--- src/design/tam_pkg.sv ---
// Shared constants, types and helpers for the tile average character mapper.
// No dependencies; every other design file but tam_column_ram uses this package.
package tam_pkg;

  // Defaults for the top-level parameters
  localparam int DEF_MAX_WIDTH = 2048;
  localparam int DEF_MAX_TILE  = 64;
  localparam int DEF_LEVELS    = 11;

  // Fixed field and state widths
  localparam int COMP_W     = 8;
  localparam int PIX_SUM_W  = 10;
  localparam int SUM_W      = 22;
  localparam int POS_W      = 11;
  localparam int CHAR_W     = 7;
  localparam int LVL_OUT_W  = 4;
  localparam int CFG_IDX_W  = 2;
  localparam int CFG_DATA_W = 12;
  localparam int WIDTH_W    = 12;
  localparam int HEIGHT_W   = 12;
  localparam int TILE_W     = 7;

  localparam int HEIGHT_LIMIT = 2048;
  localparam int TILE_LIMIT   = 127;  // largest value a tile_edge write can hold
  localparam int SCALE_DIV    = 255;
  localparam int RAMP_LEN     = 11;

  // x/255 as (x*SCALE_RECIP) >> SCALE_SHIFT; exact for x below 21959,
  // which covers 255*64
  localparam int SCALE_RECIP  = 16449;
  localparam int SCALE_SHIFT  = 22;

  localparam logic [WIDTH_W-1:0]  RST_FRAME_WIDTH  = 12'd1280;
  localparam logic [HEIGHT_W-1:0] RST_FRAME_HEIGHT = 12'd720;
  localparam logic [TILE_W-1:0]   RST_TILE_EDGE    = 7'd8;

  typedef enum logic [CFG_IDX_W-1:0] {
    CFG_FRAME_WIDTH  = 2'd0,
    CFG_FRAME_HEIGHT = 2'd1,
    CFG_TILE_EDGE    = 2'd2
  } tam_cfg_t;

  typedef struct packed {
    logic busy;
    logic done;
  } tam_div_stat_t;

  // Zero reads as one, anything above the limit as the limit.
  function automatic logic [CFG_DATA_W-1:0] clamp_reg(input logic [CFG_DATA_W-1:0] v,
                                                      input int unsigned hi);
    logic [CFG_DATA_W-1:0] r;
    if (v == '0) begin
      r = CFG_DATA_W'(1);
    end else if (32'(v) > hi) begin
      r = CFG_DATA_W'(hi);
    end else begin
      r = v;
    end
    return r;
  endfunction

  // Brightness ramp " .,:-=+*#%@"
  function automatic logic [CHAR_W-1:0] ramp_char(input logic [3:0] i);
    logic [CHAR_W-1:0] c;
    case (i)
      4'd0:    c = 7'd32;
      4'd1:    c = 7'd46;
      4'd2:    c = 7'd44;
      4'd3:    c = 7'd58;
      4'd4:    c = 7'd45;
      4'd5:    c = 7'd61;
      4'd6:    c = 7'd43;
      4'd7:    c = 7'd42;
      4'd8:    c = 7'd35;
      4'd9:    c = 7'd37;
      default: c = 7'd64;
    endcase
    return c;
  endfunction

endpackage

--- src/design/tam_divider.sv ---
// Restoring divider, one quotient bit per cycle.
// Depends on tam_pkg for the status struct.
module tam_divider #(
  parameter int DIVD_W = 26,
  parameter int DIVR_W = 16
) (
  input  logic                   clk,
  input  logic                   rst,
  input  logic                   start,
  input  logic [DIVD_W-1:0]      dividend,
  input  logic [DIVR_W-1:0]      divisor,
  output tam_pkg::tam_div_stat_t stat,
  output logic [DIVD_W-1:0]      quotient
);
  import tam_pkg::*;

  localparam int CNT_W = (DIVD_W > 1) ? $clog2(DIVD_W) : 1;

  logic              busy;
  logic              done;
  logic [CNT_W-1:0]  cnt;
  logic [DIVD_W-1:0] q;
  logic [DIVR_W-1:0] rem;
  logic [DIVR_W-1:0] dvs;
  logic [DIVR_W:0]   trial;
  logic              ge;
  logic [DIVR_W-1:0] rem_next;

  always_comb begin
    trial    = {rem, q[DIVD_W-1]};
    ge       = trial >= {1'b0, dvs};
    rem_next = ge ? DIVR_W'(trial - {1'b0, dvs}) : DIVR_W'(trial);
  end

  always_ff @(posedge clk) begin
    if (rst) begin
      busy <= 1'b0;
      done <= 1'b0;
      cnt  <= '0;
    end else begin
      done <= 1'b0;
      if (start) begin
        busy <= 1'b1;
        cnt  <= '0;
      end else if (busy) begin
        cnt <= cnt + 1'b1;
        if (cnt == CNT_W'(DIVD_W - 1)) begin
          busy <= 1'b0;
          done <= 1'b1;
        end
      end
    end
  end

  // Quotient bits shift in from the bottom as dividend bits leave the top
  always_ff @(posedge clk) begin
    if (start) begin
      q   <= dividend;
      rem <= '0;
      dvs <= divisor;
    end else if (busy) begin
      q   <= {q[DIVD_W-2:0], ge};
      rem <= rem_next;
    end
  end

  assign stat.busy = busy;
  assign stat.done = done;
  assign quotient  = q;
endmodule

--- config.mk ---
export PLATFORM = sky130hd
export DESIGN_NAME = tam_divider
export DESIGN_NICKNAME = d
export VERILOG_FILES = /design/src/design/tam_pkg.sv /design/src/design/tam_divider.sv
export SDC_FILE = /design/constraint.sdc
export NUM_CORES = 1
export LEC_CHECK = 0
export BUFFER_PORTS_ARGS = -buffer_cell sky130_fd_sc_hd__buf_2
export CELL_PAD_IN_SITES_DETAIL_PLACEMENT = 2
export CELL_PAD_IN_SITES_GLOBAL_PLACEMENT = 2
export CORE_MARGIN = 4
export CORE_UTILIZATION = 30
export CTS_BUF_LIST = sky130_fd_sc_hd__clkbuf_16
export DETAILED_ROUTE_END_ITERATION = 8
export PLACE_DENSITY_LB_ADDON = 0.1
export SLEW_MARGIN = 40
export SYNTH_ARGS = -nofsm -noshare
export SYNTH_HDL_FRONTEND = slang
export SYNTH_SLANG_ARGS = --single-unit
--- constraint.sdc ---
create_clock -name clk -period 5.95 [get_ports clk]
set_input_delay 0.2975 -clock clk [delete_from_list [all_inputs] [get_ports clk]]
set_output_delay 0.2975 -clock clk [all_outputs]
set_load 0.02 [all_outputs]
---- After elaboration in Yosys (flattened, before gate mapping) ----
Cells that the tools add are included.
cells by class
  divide/modulo/power cells ............... 0
  muxes and demuxes ....................... 7
  equal/unequal tests ..................... 1
  $add $sub $neg .......................... 2
  shift-type cells ........................ 0
  reduce and logical (&&, ||, !) cells .... 3
  order comparisons ....................... 1
  multiply operators ...................... 0
  bitwise gates (word level) .............. 1
operators by type and width
  operator                                     number
  two-way mux 26 bit                           2
  >= comparator 17 x 16 -> 1 bit               1
  two-way mux 16 bit                           1
  subtractor 16 bit                            1
  adder 5 x 1 -> 5 bit, second input constant  1
  == test 5 bit, second input constant         1
  two-way mux 1 bit                            4
  OR reduction 3 bit                           1
  nonzero test 2 bit                           1
  OR reduction 2 bit                           1
  inverter 1 bit                               1
storage, ports and cells
  logic and storage cells ................. 21
  latch bits .............................. 0
  bits of input ports ..................... 45
  bits in registers ....................... 65
  bits in writable memories ............... 0
  bits in read-only memories .............. 0
  memories kept ........................... 0
  output and inout bits ................... 28

---- Logic depth before layout (Yosys ltp) ----
  depth after elaboration ................. 4
  gate-level depth with buffers ........... 10
  gate-level depth less buffers ........... 9

---- Worst setup path after synthesis ----
Ideal clock, no wire load.
  kind .................................... register -> register
  from .................................... register q[25] (netlist: quotient[25])
  to ...................................... register rem[8]
  setup slack ............................. 3.499 ns
  period minus slack after synthesis ...... 2.451 ns
  required time ........................... 5.871 ns
  path buffers ............................ 0
  cell stages (with the launch flop) ...... 10
  library setup time ...................... 0.079 ns
  data arrival time ....................... 2.372 ns
  path through ............................ edfxtp_1 > inv_1 > ha_1 > fa_1 > nand2b_1 > a2111oi_0 > nor3_1 > xor2_1 > a41o_1 > a211oi_2
between the ends
  longest elaborated chain between the ends .. 2
  elaborated cells on any way between the ends .. 3
  classes of those cells .................. add/sub: 1; order compare: 1; mux: 1
ends and longest elaborated chain
  element                                                              line                                  text
  start, declared                                                      tam_divider.sv:22                     logic [DIVD_W-1:0] q;
  start signal, assigned                                               tam_divider.sv:58                     q <= dividend;
  start signal, assigned                                               tam_divider.sv:62                     q <= {q[DIVD_W-2:0], ge};
  subtractor 16 bit or >= comparator 17 x 16 -> 1 bit (tied branches)  tam_divider.sv:32, tam_divider.sv:31
  two-way mux 16 bit (*)                                               tam_divider.sv:32                     rem_next = ge ? DIVR_W'(trial - {1'b0, dvs}) : DIVR_W'(trial);
  end signal, assigned                                                 tam_divider.sv:63                     rem <= rem_next;
  end, declared                                                        tam_divider.sv:23                     logic [DIVR_W-1:0] rem;
Every way passes the cells marked *; elsewhere a longest branch is shown, timed or not.
A chain may end at the register's enable or synchronous reset.

---- Worst setup path after layout ----
  from .................................... register dvs[12]
  to ...................................... register q[0] (netlist: quotient[0]) (data pin)
between the ends
  longest elaborated chain between the ends .. 3
ends and longest elaborated chain
  element                         line               text
  start, declared                 tam_divider.sv:24  logic [DIVR_W-1:0] dvs;
  start signal, assigned          tam_divider.sv:60  dvs <= divisor;
  >= comparator 17 x 16 -> 1 bit  tam_divider.sv:31  ge = trial >= {1'b0, dvs};
  two-way mux 26 bit              tam_divider.sv:61  end else if (busy) begin
  two-way mux 26 bit              tam_divider.sv:57  if (start) begin
No other way between the ends. The select of a mux whose other input is x is not followed.

==> results.py <==
metrics = {
    "run_status": {
        "outcome": "completed",
    },
    "placed_design": {
        "port_buffer_count": 72,
        "gp_congestion": 0.785,
        "post-place-cells": 537,
        "detailed_place_hpwl_um": 7700,
    },
    "clocking": {
        "clock_latency_ps": 340,
        "clkTransAtPathRegs_ps": 60,
        "cts_hold_buf": 0,
        "post_cts_resize_count": 0,
        "clock_sink_count": 65,
        "clock_tree.root_cell": "sky130_fd_sc_hd__clkbuf_16",
        "number_of_buffers_inserted_by_post_cts_setup_repair": 0,
        "clock_tree.buffer_depth": 2,
        "cts_made_buffers": 9,
        "cts_tree": "built",
        "htree_levels": 3,
    },
    "synthesis": {
        "ys.warnings.count": 0,
        "synth_cell_type_count": 60,
        "synth_fp_nets": 400,
        "synth_edf_count": 42,
        "synth_async_sr_flop_share": 0,
        "postSynthRegisterBits": 65,
        "synth_sequential_area_ratio": 0.473,
        "syn_inst": 336,
        "synth_ff_type": "sky130_fd_sc_hd__edfxtp_1",
        "avg_inst_size_synth_um2": 10.8,
        "syn-cell-area_um2": 3640,
    },
    "timing": {
        "grt_setup_unrepaired": "no",
        "period_minus_slack_ps": 3080,
        "skew_ps": 7.98,
        "max_slew.worst_pin.slew_ps": 730,
        "fmax_ghz": 0.325,
        "fin_worst_hold_slack_ps": 125,
        "final_max_slew_viol_count": 0,
        "final_min_period_over_clock_period": 0.517,
        "fin_setup_tns_ps": 0,
        "finalHoldViolCount": 0,
        "timing.max_slew.rel_slack": 0.511,
        "setup-violations-final": 0,
    },
    "cells_and_area": {
        "area.growth.synth_to_final_pct": 21.2,
        "design.final.nets": 469,
        "drive_above_1_share": 0.317,
        "antenna-diode-count": 0,
        "layout.cells.non_filler": 553,
    },
    "floorplanning": {
        "core-area_um2": 11700,
        "num_io_pins": 73,
        "fp.dieH_um": 118,
        "floorplan.rows": 39,
        "floorplan.die_area_um2": 14000,
        "start_util": 0.312,
        "die_width_um": 118,
    },
    "worst_setup_path": {
        "critical_path.max_fanout": 13,
        "criticalPathCategory": "reg2reg",
        "slowest_stage_cell_crit_path": "sky130_fd_sc_hd__nor3_4",
        "crit_required_ps": 6040,
        "worst_path_largest_cell_delay_ps": 490,
        "crit_chain": "inv_1 > ha_1 > a21oi_1 > o21ai_0 > or3_4 > nor3_4 > nor2_1 > mux2_2",
        "cp-end-kind": "flip-flop",
        "worst-endpoint-arrival_ps": 3160,
        "worstSetupStartpointType": "flip-flop",
    },
    "global_routing": {
        "globalRoute.totalOverflow": 0,
        "number_of_antenna_violations_at_the_first_check_in_global_routing": 0,
        "maximum_number_of_pins_on_one_net_before_global_route_repair": 58,
        "number_of_global_route_vias_before_repair": 3156,
        "grtUsageTotal": 0.155,
        "grt_pass1_wl_um": 17200,
    },
    "detailed_routing": {
        "route.detailed.wl_per_inst_um": 19.2,
        "drc": 0,
        "route.detailed.vias_per_inst": 5.22,
        "route.antenna.remaining_nets": 0,
        "drt_iter0_drc": 88,
        "vias": 2885,
        "route.final.wire_length_um": 10600,
        "detailedRoute.firstPassIterationCount": 4,
    },
    "power": {
        "cellPowerDensity_nw_per_um2": 293,
        "vdd_drop_max_mv": 0.164,
        "total_leakage_power_nw": 1.76,
    },
    "hold_path": {
        "worst_hold_path_type": "in2reg",
    },
    "job": {
        "drv_cap": 0,
    },
}
state kept, by name, summed over array words and instances (netlist names):
name,count
busy,1
cnt,5
done,1
dvs,16
quotient,26
rem,16
path summary, 6_finish.rpt:
kind / depth (start not counted) / start / endpoint / slack [ps]
max: 8 / dvs[12]$_DFFE_PP_ / quotient[0]$_DFFE_PP_ / 2870
min reg2reg: 2 / rem[15]$_SDFFE_PP0P_ / rem[15]$_SDFFE_PP0P_ / 460
min: 2 / rst / busy$_SDFF_PP0_ / 130
max reg2reg: 8 / dvs[12]$_DFFE_PP_ / quotient[0]$_DFFE_PP_ / 2870
cells in the final DEF (no fill, tap or decap), types with 10 or more instances in the layout:
master and instances:
sky130_fd_sc_hd__ha_1 18, sky130_fd_sc_hd__mux2_2 26, sky130_fd_sc_hd__o211ai_1 11, sky130_fd_sc_hd__inv_1 21, sky130_fd_sc_hd__edfxtp_1 42, sky130_fd_sc_hd__nor2_1 21
sky130_fd_sc_hd__dfxtp_1 23, sky130_fd_sc_hd__nand2_1 17, sky130_fd_sc_hd__o21ai_0 10, sky130_fd_sc_hd__a21oi_1 19, sky130_fd_sc_hd__buf_2 72
final cells by class:
| type | count | area, um2 |
|---|---|---|
| Inverter | 22 | 82.6 |
| Clock buffer | 9 | 225 |
| Tap cell | 143 | 179 |
| Clock inverter | 7 | 61.3 |
| Timing Repair Buffer | 75 | 383 |
| Multi-Input combinational cell | 232 | 1760 |
| Fill cell | 1278 | 7250 |
| Sequential cell | 65 | 1720 |
layer usage:
layer,vias to the layer above,track usage,part of all wire
met2,73,0.232,0.44
met5,-,0,0
met3,13,0.0468,0.059
li1,1411,-,-
met4,0,0.0674,0.021
met1,1388,0.207,0.48
stage by stage:
stage,util,total power [mW],area [um2],setup slack [ps]
final,0.378,1.29,4410,2870
after global routing,0.378,1.36,4410,2680
after CTS,0.377,1.31,4400,2570
after detailed placement,0.353,0.781,4110,2610
after global placement,0.352,0.775,4110,2840
after floorplan,-,0.704,3640,3500
where the power goes:
part	leakage, nW	internal, mW	switching, mW
Combinational	1.02	0.0908	0.143
Clock	0.136	0.319	0.200
Sequential	0.606	0.521	0.0179
Total	1.76	0.931	0.361
critical path: cells and delay by family, from the launching register on:
kind                       cells  cell delay [ps]
AOI/OAI and AO/OA              2              640
DFF                            1              330
buffers and inverters          1               40
and+or+nand+nor                3             1160
adders and majority gates      1              350
muxes                          1              300
cell families (layout without fill, tap and decap cells):
group | count (synthesis) | in the layout | synth area share
xor+xnor | 10 | 10 | 0.0241
buf+inv | 39 | 113 | 0.0481
simple gates | 87 | 87 | 0.125
flops | 65 | 65 | 0.473
mux | 27 | 27 | 0.0832
fa+ha+maj | 19 | 19 | 0.0674
compound gates | 89 | 89 | 0.179
synth_stat cells, types with 4 or more instances:
cell type | instances | share of area
sky130_fd_sc_hd__edfxtp_1 | 42 | 0.35
sky130_fd_sc_hd__mux2_2 | 26 | 0.080
sky130_fd_sc_hd__dfxtp_1 | 23 | 0.13
sky130_fd_sc_hd__inv_1 | 22 | 0.023
sky130_fd_sc_hd__nor2_1 | 22 | 0.023
sky130_fd_sc_hd__a21oi_1 | 19 | 0.026
sky130_fd_sc_hd__ha_1 | 18 | 0.062
sky130_fd_sc_hd__nand2_1 | 17 | 0.018
sky130_fd_sc_hd__o211ai_1 | 11 | 0.023
sky130_fd_sc_hd__o21ai_0 | 10 | 0.014
sky130_fd_sc_hd__a211oi_1 | 9 | 0.019
sky130_fd_sc_hd__nand4_1 | 9 | 0.015
sky130_fd_sc_hd__nor3_1 | 9 | 0.012
sky130_fd_sc_hd__nand3_1 | 6 | 0.0083
sky130_fd_sc_hd__xor2_1 | 6 | 0.014
sky130_fd_sc_hd__buf_2 | 5 | 0.0069
sky130_fd_sc_hd__clkbuf_1 | 5 | 0.0052
sky130_fd_sc_hd__o21bai_1 | 5 | 0.010
sky130_fd_sc_hd__o31ai_1 | 5 | 0.010
sky130_fd_sc_hd__xnor2_1 | 4 | 0.0096
No activity file was read; power rests on OpenSTA's default activity.
